`src/frsa_pkg.sv`:
```
// ----------------------------------------------------------------------------
// frsa_pkg: shared types and constants of the ring slot allocator
// Result codes, field widths and the structs that pass between the
// allocator, the queue cells and the top level.
// ----------------------------------------------------------------------------
package frsa_pkg;

	localparam int unsigned MAX_SLOTS = 16;  // queue depth and largest ring size
	localparam int unsigned FENCE_W = 64;
	localparam int unsigned CNT_W = 5;      // ring size, pointers and queue count
	localparam int unsigned KIND_W = 2;
	localparam int unsigned IDX_W = 4;      // width of the reported slot index
	localparam int unsigned RESULT_CAP = 16;
	localparam int unsigned N_W = 5;        // holds 0..RESULT_CAP

	typedef enum logic [KIND_W-1:0] {
		KIND_ALLOC = 2'd0,
		KIND_FULL  = 2'd1,
		KIND_FREED = 2'd2
	} kind_t;

	typedef enum logic [1:0] {
		ST_IDLE   = 2'b01,
		ST_RETIRE = 2'b10
	} state_t;

	typedef struct packed {
		logic             ok;
		logic [CNT_W-1:0] slot;
	} grant_t;

	typedef struct packed {
		logic             valid;
		logic [CNT_W-1:0] slot;
	} retire_t;

	typedef struct packed {
		logic load;
		logic shift;
	} cell_ctl_t;

endpackage

```
`src/frsa_cell.sv`:
```
// ----------------------------------------------------------------------------
// frsa_cell: one entry of the in-flight frame queue
// Holds a frame's fence and slot. On a shift it takes its upper neighbor's
// entry, on a load it takes the newly pushed frame.
// ----------------------------------------------------------------------------
module frsa_cell (
	input  logic                            clk,
	input  frsa_pkg::cell_ctl_t             ctl,
	input  logic [frsa_pkg::FENCE_W-1:0]    load_fence,
	input  logic [frsa_pkg::CNT_W-1:0]      load_slot,
	input  logic [frsa_pkg::FENCE_W-1:0]    next_fence,
	input  logic [frsa_pkg::CNT_W-1:0]      next_slot,
	output logic [frsa_pkg::FENCE_W-1:0]    fence,
	output logic [frsa_pkg::CNT_W-1:0]      slot
);
	import frsa_pkg::*;

	logic [FENCE_W-1:0] fence_q;
	logic [CNT_W-1:0]   slot_q;

	always_ff @(posedge clk) begin
		if (ctl.shift) begin
			fence_q <= next_fence;
			slot_q  <= next_slot;
		end else if (ctl.load) begin
			fence_q <= load_fence;
			slot_q  <= load_slot;
		end
	end

	assign fence = fence_q;
	assign slot  = slot_q;

endmodule

```
`src/frsa_alloc.sv`:
```
// ----------------------------------------------------------------------------
// frsa_alloc: ring pointer bookkeeping
// Keeps ring head, ring tail and the used-slot count, decides whether a push
// can be granted a slot and which one, and frees slots as frames retire.
// ----------------------------------------------------------------------------
module frsa_alloc (
	input  logic                        clk,
	input  logic                        arst_n,
	input  logic                        clr,
	input  logic [frsa_pkg::CNT_W-1:0]  size,
	input  logic [frsa_pkg::CNT_W-1:0]  queue_count,
	input  logic                        push,
	input  frsa_pkg::retire_t           retire,
	output frsa_pkg::grant_t            grant
);
	import frsa_pkg::*;

	logic [CNT_W-1:0] head_q;
	logic [CNT_W-1:0] tail_q;
	logic [CNT_W-1:0] used_q;
	logic [CNT_W-1:0] tail_nxt;
	logic             queue_full;

	assign queue_full = ({4'd0, queue_count} >= 9'(MAX_SLOTS));

	// Grant from the tail; wrap to slot 0 once the tail has hit the ring size,
	// but only if the head has already moved past slot 0.
	always_comb begin
		grant.ok   = 1'b0;
		grant.slot = '0;
		tail_nxt   = tail_q;
		if (used_q < size && !queue_full) begin
			if (tail_q >= head_q) begin
				if (tail_q < size) begin
					grant.ok   = 1'b1;
					grant.slot = tail_q;
					tail_nxt   = tail_q + 1'b1;
				end else if (head_q != '0) begin
					grant.ok   = 1'b1;
					grant.slot = '0;
					tail_nxt   = CNT_W'(1);
				end
			end else begin
				grant.ok   = 1'b1;
				grant.slot = tail_q;
				tail_nxt   = tail_q + 1'b1;
			end
		end
	end

	always_ff @(posedge clk or negedge arst_n) begin
		if (!arst_n) begin
			head_q <= '0;
			tail_q <= '0;
			used_q <= '0;
		end else if (clr) begin
			head_q <= '0;
			tail_q <= '0;
			used_q <= '0;
		end else if (push && grant.ok) begin
			tail_q <= tail_nxt;
			used_q <= used_q + 1'b1;
		end else if (retire.valid) begin
			head_q <= retire.slot + 1'b1;
			if (used_q != '0) begin
				used_q <= used_q - 1'b1;
			end
		end
	end

endmodule

```
`src/fence_tracked_ring_slot_allocator_unit.sv`:
```
// ----------------------------------------------------------------------------
// fence_tracked_ring_slot_allocator_unit: ring slot allocator with fence retire
// Hands out frame slots from a ring and retires them in order once the
// reported completed fence has reached each frame's expected fence.
// ----------------------------------------------------------------------------
//
//  Channel   Signals                                       Direction
//  --------  --------------------------------------------  ---------
//  in        in_valid, in_ready, action, fence_value        input item
//  out       out_valid, out_ready, kind, slot_index, last   result item
//  cfg       cfg_we, cfg_wdata (ring_slots)                 register write
//
// A push item has its slot decision made from the pointer registers in the
// accept cycle, and the result lands in the output register. A completion
// item moves the unit into its retire state, which retires frames from the
// front one by one: the queue is a chain of cells that shifts toward the
// front once per retirement, and a completion that retires nothing still
// passes through the retire state before the next item is taken.
// Reset is asynchronous and needs no clearing pass; queue cells are only read
// below the queue count. A stalled output holds its result and blocks further
// retirements and new items until it is taken.
//
module fence_tracked_ring_slot_allocator_unit (
	input  logic                            clk,
	input  logic                            arst_n,
	input  logic                            cfg_we,
	input  logic [frsa_pkg::CNT_W-1:0]      cfg_wdata,
	input  logic                            in_valid,
	output logic                            in_ready,
	input  logic                            action,
	input  logic [frsa_pkg::FENCE_W-1:0]    fence_value,
	output logic                            out_valid,
	input  logic                            out_ready,
	output logic [frsa_pkg::KIND_W-1:0]     kind,
	output logic [frsa_pkg::IDX_W-1:0]      slot_index,
	output logic                            last
);
	import frsa_pkg::*;

	// Reset ring size is 16, limited to what the queue can hold.
	localparam logic [CNT_W-1:0] RESET_SLOTS = (MAX_SLOTS < 16) ? CNT_W'(MAX_SLOTS) : 5'd16;

	state_t           st_q;
	logic [CNT_W-1:0] size_q;
	logic [CNT_W-1:0] count_q;
	logic [N_W-1:0]   n_q;
	logic [FENCE_W-1:0] comp_fence_q;

	logic             out_valid_q;
	logic [KIND_W-1:0] kind_q;
	logic [IDX_W-1:0] slot_q;
	logic             last_q;

	logic             out_free;
	logic             accept;
	logic             push;
	logic             comp;
	logic             head_ok;
	logic             next_ok;
	logic             last_emit;
	logic             emit;
	logic [CNT_W-1:0] size_wr;

	grant_t           grant;
	retire_t          retire;

	logic [FENCE_W-1:0] cell_fence [MAX_SLOTS];
	logic [CNT_W-1:0]   cell_slot  [MAX_SLOTS];

	// The output register is free when empty or when its item leaves now.
	assign out_free = !out_valid_q || out_ready;
	assign in_ready = (st_q == ST_IDLE) && out_free;
	assign accept   = in_valid && in_ready;
	assign push     = accept && !action;
	assign comp     = accept && action;

	// The front frame retires when its fence has been reached and the per-item
	// cap is not yet used up. Looking one cell further tells whether this
	// retirement is the final result of the completion item.
	assign head_ok   = (count_q != '0) && (cell_fence[0] <= comp_fence_q) &&
	                   (n_q != N_W'(RESULT_CAP));
	assign next_ok   = (count_q > CNT_W'(1)) && (cell_fence[1] <= comp_fence_q);
	assign last_emit = !next_ok || (n_q == N_W'(RESULT_CAP - 1));
	assign emit      = (st_q == ST_RETIRE) && head_ok && out_free;

	assign retire.valid = emit;
	assign retire.slot  = cell_slot[0];

	// Out-of-range ring sizes are clamped to 1..MAX_SLOTS.
	always_comb begin
		size_wr = cfg_wdata;
		if (cfg_wdata == '0) begin
			size_wr = CNT_W'(1);
		end else if ({4'd0, cfg_wdata} > 9'(MAX_SLOTS)) begin
			size_wr = CNT_W'(MAX_SLOTS);
		end
	end

	frsa_alloc u_alloc (
		.clk         (clk),
		.arst_n      (arst_n),
		.clr         (cfg_we),
		.size        (size_q),
		.queue_count (count_q),
		.push        (push),
		.retire      (retire),
		.grant       (grant)
	);

	// Queue of frames in flight: cell 0 is the front. A granted push loads the
	// cell just past the last occupied one; a retirement shifts every cell
	// down by one.
	genvar gi;
	generate
		for (gi = 0; gi < MAX_SLOTS; gi++) begin : g_cell
			cell_ctl_t          ctl;
			logic [FENCE_W-1:0] nb_fence;
			logic [CNT_W-1:0]   nb_slot;

			assign ctl.load  = push && grant.ok && ({4'd0, count_q} == 9'(gi));
			assign ctl.shift = emit;

			if (gi == MAX_SLOTS - 1) begin : g_top
				assign nb_fence = '0;
				assign nb_slot  = '0;
			end else begin : g_mid
				assign nb_fence = cell_fence[gi+1];
				assign nb_slot  = cell_slot[gi+1];
			end

			frsa_cell u_cell (
				.clk        (clk),
				.ctl        (ctl),
				.load_fence (fence_value),
				.load_slot  (grant.slot),
				.next_fence (nb_fence),
				.next_slot  (nb_slot),
				.fence      (cell_fence[gi]),
				.slot       (cell_slot[gi])
			);
		end
	endgenerate

	// Control: state, ring size, queue count and retirement count.
	always_ff @(posedge clk or negedge arst_n) begin
		if (!arst_n) begin
			st_q    <= ST_IDLE;
			size_q  <= RESET_SLOTS;
			count_q <= '0;
			n_q     <= '0;
		end else if (cfg_we) begin
			// A ring size write also empties the ring.
			st_q    <= ST_IDLE;
			size_q  <= size_wr;
			count_q <= '0;
		end else begin
			unique case (st_q)
				ST_IDLE: begin
					if (push && grant.ok) begin
						count_q <= count_q + 1'b1;
					end
					if (comp) begin
						n_q  <= '0;
						st_q <= ST_RETIRE;
					end
				end
				ST_RETIRE: begin
					if (!head_ok) begin
						st_q <= ST_IDLE;
					end else if (emit) begin
						count_q <= count_q - 1'b1;
						n_q     <= n_q + 1'b1;
						if (last_emit) begin
							st_q <= ST_IDLE;
						end
					end
				end
				default: begin
					st_q <= ST_IDLE;
				end
			endcase
		end
	end

	always_ff @(posedge clk) begin
		if (comp) begin
			comp_fence_q <= fence_value;
		end
	end

	// Output register.
	always_ff @(posedge clk or negedge arst_n) begin
		if (!arst_n) begin
			out_valid_q <= 1'b0;
		end else if (push || emit) begin
			out_valid_q <= 1'b1;
		end else if (out_ready) begin
			out_valid_q <= 1'b0;
		end
	end

	always_ff @(posedge clk) begin
		if (push) begin
			kind_q <= grant.ok ? KIND_ALLOC : KIND_FULL;
			slot_q <= grant.ok ? grant.slot[IDX_W-1:0] : '0;
			last_q <= 1'b1;
		end else if (emit) begin
			kind_q <= KIND_FREED;
			slot_q <= cell_slot[0][IDX_W-1:0];
			last_q <= last_emit;
		end
	end

	assign out_valid  = out_valid_q;
	assign kind       = kind_q;
	assign slot_index = slot_q;
	assign last       = last_q;

endmodule

```
`config.mk`:
```
export PLATFORM = sky130hd
export DESIGN_NAME = fence_tracked_ring_slot_allocator_unit
export DESIGN_NICKNAME = d
export VERILOG_FILES = /design/src/frsa_pkg.sv /design/src/frsa_cell.sv /design/src/frsa_alloc.sv /design/src/fence_tracked_ring_slot_allocator_unit.sv
export SDC_FILE = /design/constraint.sdc
export NUM_CORES = 2
export LEC_CHECK = 0
export ABC_AREA = 1
export BUFFER_PORTS_ARGS = -buffer_cell sky130_fd_sc_hd__buf_2
export CAP_MARGIN = 20
export CELL_PAD_IN_SITES_DETAIL_PLACEMENT = 1
export CELL_PAD_IN_SITES_GLOBAL_PLACEMENT = 2
export CORE_ASPECT_RATIO = 0.6
export CORE_UTILIZATION = 40
export CTS_CLUSTER_SIZE = 28
export DETAILED_ROUTE_END_ITERATION = 6
export PLACE_DENSITY_LB_ADDON = 0.1
export SETUP_SLACK_MARGIN = 0.02
export SLEW_MARGIN = 20
export SYNTH_ARGS = -nofsm -noshare
export SYNTH_HDL_FRONTEND = slang
export SYNTH_SLANG_ARGS = --single-unit
```
`constraint.sdc`:
```
create_clock -name clk -period 20.9 [get_ports clk]
set_input_delay 4.18 -clock clk [delete_from_list [all_inputs] [get_ports clk]]
set_output_delay 4.18 -clock clk [all_outputs]
set_load 0.01 [all_outputs]
```
== Word level (Yosys, flattened, before mapping) ==
Index checks and enable logic that the tools add are counted.

* Register bits after elaboration: 1208
* Bits in latches: 0
* RAM bits: 0
* Memory bits (read-only): 0
* Input bits: 75
* Output and inout port bits: 9
* Logic and storage cells: 261
* Memories: 0

* Add/subtract/negate cells: 7
* Multipliers: 0
* Divide/modulo/power cells: 0
* Magnitude comparators: 8
* Eq/ne operators: 30
* Shift operators: 0
* Muxes and demuxes: 102
* Bitwise operators: 1
* Reduce and logical (&&, ||, !) cells: 69

{| class="wikitable"
|+ Operators by type and width
! kind !! count
|-
| $mux 64 || 30
|-
| $mux 5 || 52
|-
| $le 64x64->1 || 2
|-
| $eq 5x4->1 const B || 9
|-
| $reduce_bool 2->1 || 21
|-
| $logic_and 1x1->1 || 27
|-
| $add 5x1->5 const B || 5
|-
| $mux 6 || 4
|-
| $eq 5x3->1 const B || 4
|-
| $pmux 5 s2 || 2
|-
| $reduce_bool 5->1 || 3
|-
| $mux 2 || 7
|-
| $mux 4 || 3
|-
| $ne 4x4->1 const B || 3
|-
| $eq 5x2->1 const B || 2
|-
| $logic_not 5->1 || 2
|-
| $lt 5x5->1 || 2
|-
| $sub 5x1->5 const B || 2
|-
| $ne 3x3->1 const B || 3
|-
| $reduce_bool 3->1 || 3
|-
| $ne 2x2->1 const B || 4
|-
| $reduce_and 3->1 || 2
|-
| $eq 5x1->1 const B || 1
|-
| $ge 5x5->1 || 1
|-
| other kinds (15) || 23
|}

== Longest topological paths before layout ==
* Word-level depth: 9
* Gate-level depth with buffers: 23
* Mapped depth without buffers: 22

== Cells and area by module ==
From an unflattened synthesis, not the netlist that was laid out.

* Cell total of the unflattened synthesis: 5628
* Area total of the unflattened synthesis: 55318.1 um^2

{| class="wikitable"
|+ Modules (own cells, without submodules)
! module !! times used !! cells each !! area an instance (um^2) !! seq. area each (um^2)
|-
| frsa_cell || 16 || 293 || 2951.6 || 2072.0
|-
| fence_tracked_ring_slot_allocator_unit || 1 || 756 || 6700.2 || 2575.0
|-
| frsa_alloc || 1 || 184 || 1392.6 || 375.4
|}

== Least setup slack after synthesis ==
Ideal clock, no wire load.

* Path kind: input-to-reg
* Start: input out_ready
* End: register g_cell[11].u_cell.fence_q[0], enable pin
* Library setup time: 598 ps
* Arrival: 10347 ps
* Data required time: 20302 ps
* Slack: 9955 ps
* Stages on the path: 9
* Path buffers: 1
* Cells stage by stage: nor2_1 -> nor2_1 -> nand2_1 -> nor2_1 -> inv_1 -> nor2_4 -> inv_2 -> clkbuf_1 -> o31ai_1

* Word-level cells in the longest chain between the ends: 7

{| class="wikitable"
|+ RTL lines
! what !! RTL line !! text
|-
| from (decl) || fence_tracked_ring_slot_allocator_unit.sv:33 || <nowiki>input logic out_ready,</nowiki>
|-
| $logic_or 1x1->1 || fence_tracked_ring_slot_allocator_unit.sv:71 || <nowiki>assign out_free = !out_valid_q || out_ready;</nowiki>
|-
| $logic_and 1x1->1 || fence_tracked_ring_slot_allocator_unit.sv:72 || <nowiki>assign in_ready = (st_q == ST_IDLE) && out_free;</nowiki>
|-
| named net in_ready || fence_tracked_ring_slot_allocator_unit.sv:29 || <nowiki>output logic in_ready,</nowiki>
|-
| $logic_and 1x1->1 || fence_tracked_ring_slot_allocator_unit.sv:73 || <nowiki>assign accept = in_valid && in_ready;</nowiki>
|-
| $logic_and 1x1->1 || fence_tracked_ring_slot_allocator_unit.sv:74 || <nowiki>assign push = accept && !action;</nowiki>
|-
| $logic_and 1x1->1 (2 in series) || fence_tracked_ring_slot_allocator_unit.sv:120 || <nowiki>assign ctl.load = push && grant.ok && ({4'd0, count_q} == 9'(gi));</nowiki>
|-
| $reduce_bool 2->1 (no source line) || - ||
|-
| to (signal assigned) || frsa_cell.sv:23 || <nowiki>fence_q <= next_fence;</nowiki>
|-
| to (signal assigned) || frsa_cell.sv:26 || <nowiki>fence_q <= load_fence;</nowiki>
|-
| to (decl) || frsa_cell.sv:18 || <nowiki>logic [FENCE_W-1:0] fence_q;</nowiki>
|}

The timed path passes the listed nets, and every way through them passes these cells.
A chain may end at the register's enable or synchronous reset.

== Worst setup path in the final report ==
* Start: input out_ready
* End: output in_ready

* Word-level cells in the longest chain between the ends: 2

{| class="wikitable"
|+ RTL lines
! what !! RTL line
|-
| $logic_or 1x1->1 || fence_tracked_ring_slot_allocator_unit.sv:71
|-
| $logic_and 1x1->1 || fence_tracked_ring_slot_allocator_unit.sv:72
|-
| to (decl) || fence_tracked_ring_slot_allocator_unit.sv:29
|}

No other way between the ends.

==> impl_metrics.toml <==
[floorplan]
core_region_area_mm2 = 0.125
die-height_um = 278
dieArea_mm2 = 0.129
io_pins = 84
start_util_pct = 40.7
die_width_um = 463
rows = 100

[synthesis]
synthFlopType = "edfxtp_1"
yosysTopAreaCell = "edfxtp_1"
yosysSeqAreaShare_pct = 69.6
synthesis.nets = 4823
synth.most_common_cell = "nand2_1"
async_reset_ff_share_pct = 2.73
synthAdderAreaFrac_pct = 3.87
synth_warnings = 0
synth_common_cells = "2261 x nand2_1, 1105 x edfxtp_1, 276 x inv_1, 156 x ha_1, 145 x buf_2"
synth-simple-area-share_pct = 18.3
netlist_instances = 4591
synth-edff-count = 1105
ys_ff_latch = 1208
ys_types = 43
synthMuxAreaShare_pct = 0
synth.area.top_cells = "edfxtp_1 65%, nand2_1 17%, ha_1 3.8%"
yosysTopAreaCellShare_pct = 65.2
synth_area_mm2 = 0.0509
synth_top_family_by_area = "simple AND/OR/NAND/NOR gates"
synth_compound_area_share_pct = 3.29
avgSynthCellArea_um2 = 11.1
synth-xor-area-share_pct = 0.258

[clock_tree]
ctsHoldBuffers = 0
clk_path_buf_depth = 3
postCtsResizedCells = 0
numClockSinks = 1208
cts_tree = "yes"
postCtsSetupBuffers = 0
cts_buffers = 116
clkLatencyLatePin_ns = 0.73
root_buffer = "clkbuf_16"
clk_pin_slew_ns = 0.06
htreeDepth = 3

[placed_design]
dp_slack_ns = 12.02
port_buffers = 83
dp.cells = 6179
dp_hpwl_um = 73600
place_area_mm2 = 0.0527
gp_congestion = 0.740

[finish]
layout-drive-gt1-share_pct = 7.55
final_nets = 4846
post-route-util_pct = 45.2
multi_input_area_mm2 = 0.0133
n_fill_cell = 13500
area_growth_syn_to_layout_pct = 11.0
regArea_mm2 = 0.0354
finalInstanceArea_mm2 = 0.0565
fin_cells = 6401

[global_route]
grt_pass1_wl_um = 202000
grt_pass1_vias = 32100
gr-total-overflow = 0
antenna_found_initial = 11
grt_max_degree = 169
grt_usage_pct = 20.5

[timing]
setup_tns_ns = 0
timing.hold.ws_ns = 0.481
skew_ns = 0.0334
setup_violations = 0
period_share_pct = 42.5
worstMarginPinSlew_ns = 1.20
finalCriticalPeriod_ns = 8.87
max_freq_ghz = 0.113
hold_violations = 0
rsz0062_at_grt = "false"
maxSlewViolCount = 0
slew_headroom_pct = 20.2
worst_slack_ns = 12.03

[run]
drv_cap = 0

[drt]
routedWlPerCell_um = 20.4
routed_wl_um = 131000
num_vias = 31700
first_pass_iters = 5
ant_nets = 0
drc_errors = 0
drt_iter0_drc = 2784
vias_per_cell = 4.95

[critical_path]
crit_slowest_cell = "nor2_1"
end_kind = "primary output"
cp.arrival_ns = 4.69
crit_path_start_kind = "input pin"
cpLargestDelayFamily = "simple AND/OR/NAND/NOR gates"
path_cells = "buf_2 -> nor2_1 -> nor2_1 -> buf_2"
cpPeakStageDelay_ns = 0.16
crit_required_ns = 16.72
criticalPathCategory = "in -> out"
critPathMaxFanout = 3
crit_buf_inv = 2

[power_and_ir_drop]
power_leakage_nw = 22.2
power.density_mw_per_mm2 = 100
p_total_mw = 5.67
peakVddDrop_mv = 0.0628

[outcome]
status = "finished clean"

[min_path]
hold_class = "reg -> reg"
[report_power, final]
| group | switching [mW] | internal [mW] |
|---|---|---|
| combinational | 0.445 | 0.183 |
| sequential | 0.0544 | 2.83 |
| clock | 0.950 | 1.21 |
[registers in the layout, summed over array words and instances (netlist names)]
register and flops:
u_alloc.tail_q 5, size_q 5, out_valid 1, count_q 5
g_cell.u_cell.slot 80, kind 2, u_alloc.head_q 5, st_q 2
n_q 5, comp_fence_q 64, last 1, g_cell.u_cell.fence 1024
u_alloc.used_q 5, slot_index 4
[logic make-up after synthesis]
kind of cell	after synthesis
DFF	1208
adders and majority gates	157
and+or+nand+nor	2427
xor gates and xnor gates	15
buffers and inverters	502
AOI/OAI and AO/OA	282
[routing by layer]
layer / vias up / wire (um) / track usage (%)
li1: 15300 / - / -
met1: 15800 / 68300 / 32.1
met2: 463 / 55500 / 30.1
met3: 142 / 4850 / 3.05
met4: 0 / 2150 / 4.04
met5: - / 0 / 0
[tightest hold or removal path, delay by kind of cell, from the launching register on]
family,cells,cell delay [ns]
AND/OR/NAND/NOR,2,0.10
flip-flops,1,0.38
[final cells by class]
class	instances	area share, %
antenna	2	0.00886
clock buffer	158	5.76
clock inverter	62	1.02
inverter	279	1.87
multi-input combinational	2881	23.6
sequential	1208	62.7
tap	1683	3.73
timing repair buffer	128	1.38
[placed cells by master (no fill, tap or decap), types with 37 or more instances in the layout]
| master | netlist | final |
|---|---|---|
| o21ai_0 | 37 | 37 |
| clkbuf_16 | 0 | 119 |
| o211ai_1 | 68 | 68 |
| buf_2 | 145 | 83 |
| nor2_1 | 61 | 61 |
| edfxtp_1 | 1105 | 1105 |
| dfxtp_1 | 70 | 70 |
| nand3_1 | 41 | 41 |
| buf_4 | 53 | 42 |
| inv_1 | 276 | 275 |
| ha_1 | 156 | 156 |
| nand2_1 | 2261 | 2258 |
| o21ai_1 | 62 | 62 |
| a21oi_1 | 77 | 77 |
[final timing paths]
path,cells after the start,to,from,slack (ns)
max,4,in_ready,out_ready,12.03
min,2,st_q[0],st_q[0],0.48
max reg2reg,14,g_cell[1].u_cell.fence[36],g_cell[0].u_cell.fence[63],14.26
min reg2reg,2,st_q[0],st_q[0],0.48
max in group asynchronous,1,n_q[4],arst_n,16.81
min in group asynchronous,1,u_alloc.head_q[2],arst_n,3.54
Note: power is estimated with default switching activity, not from simulation.
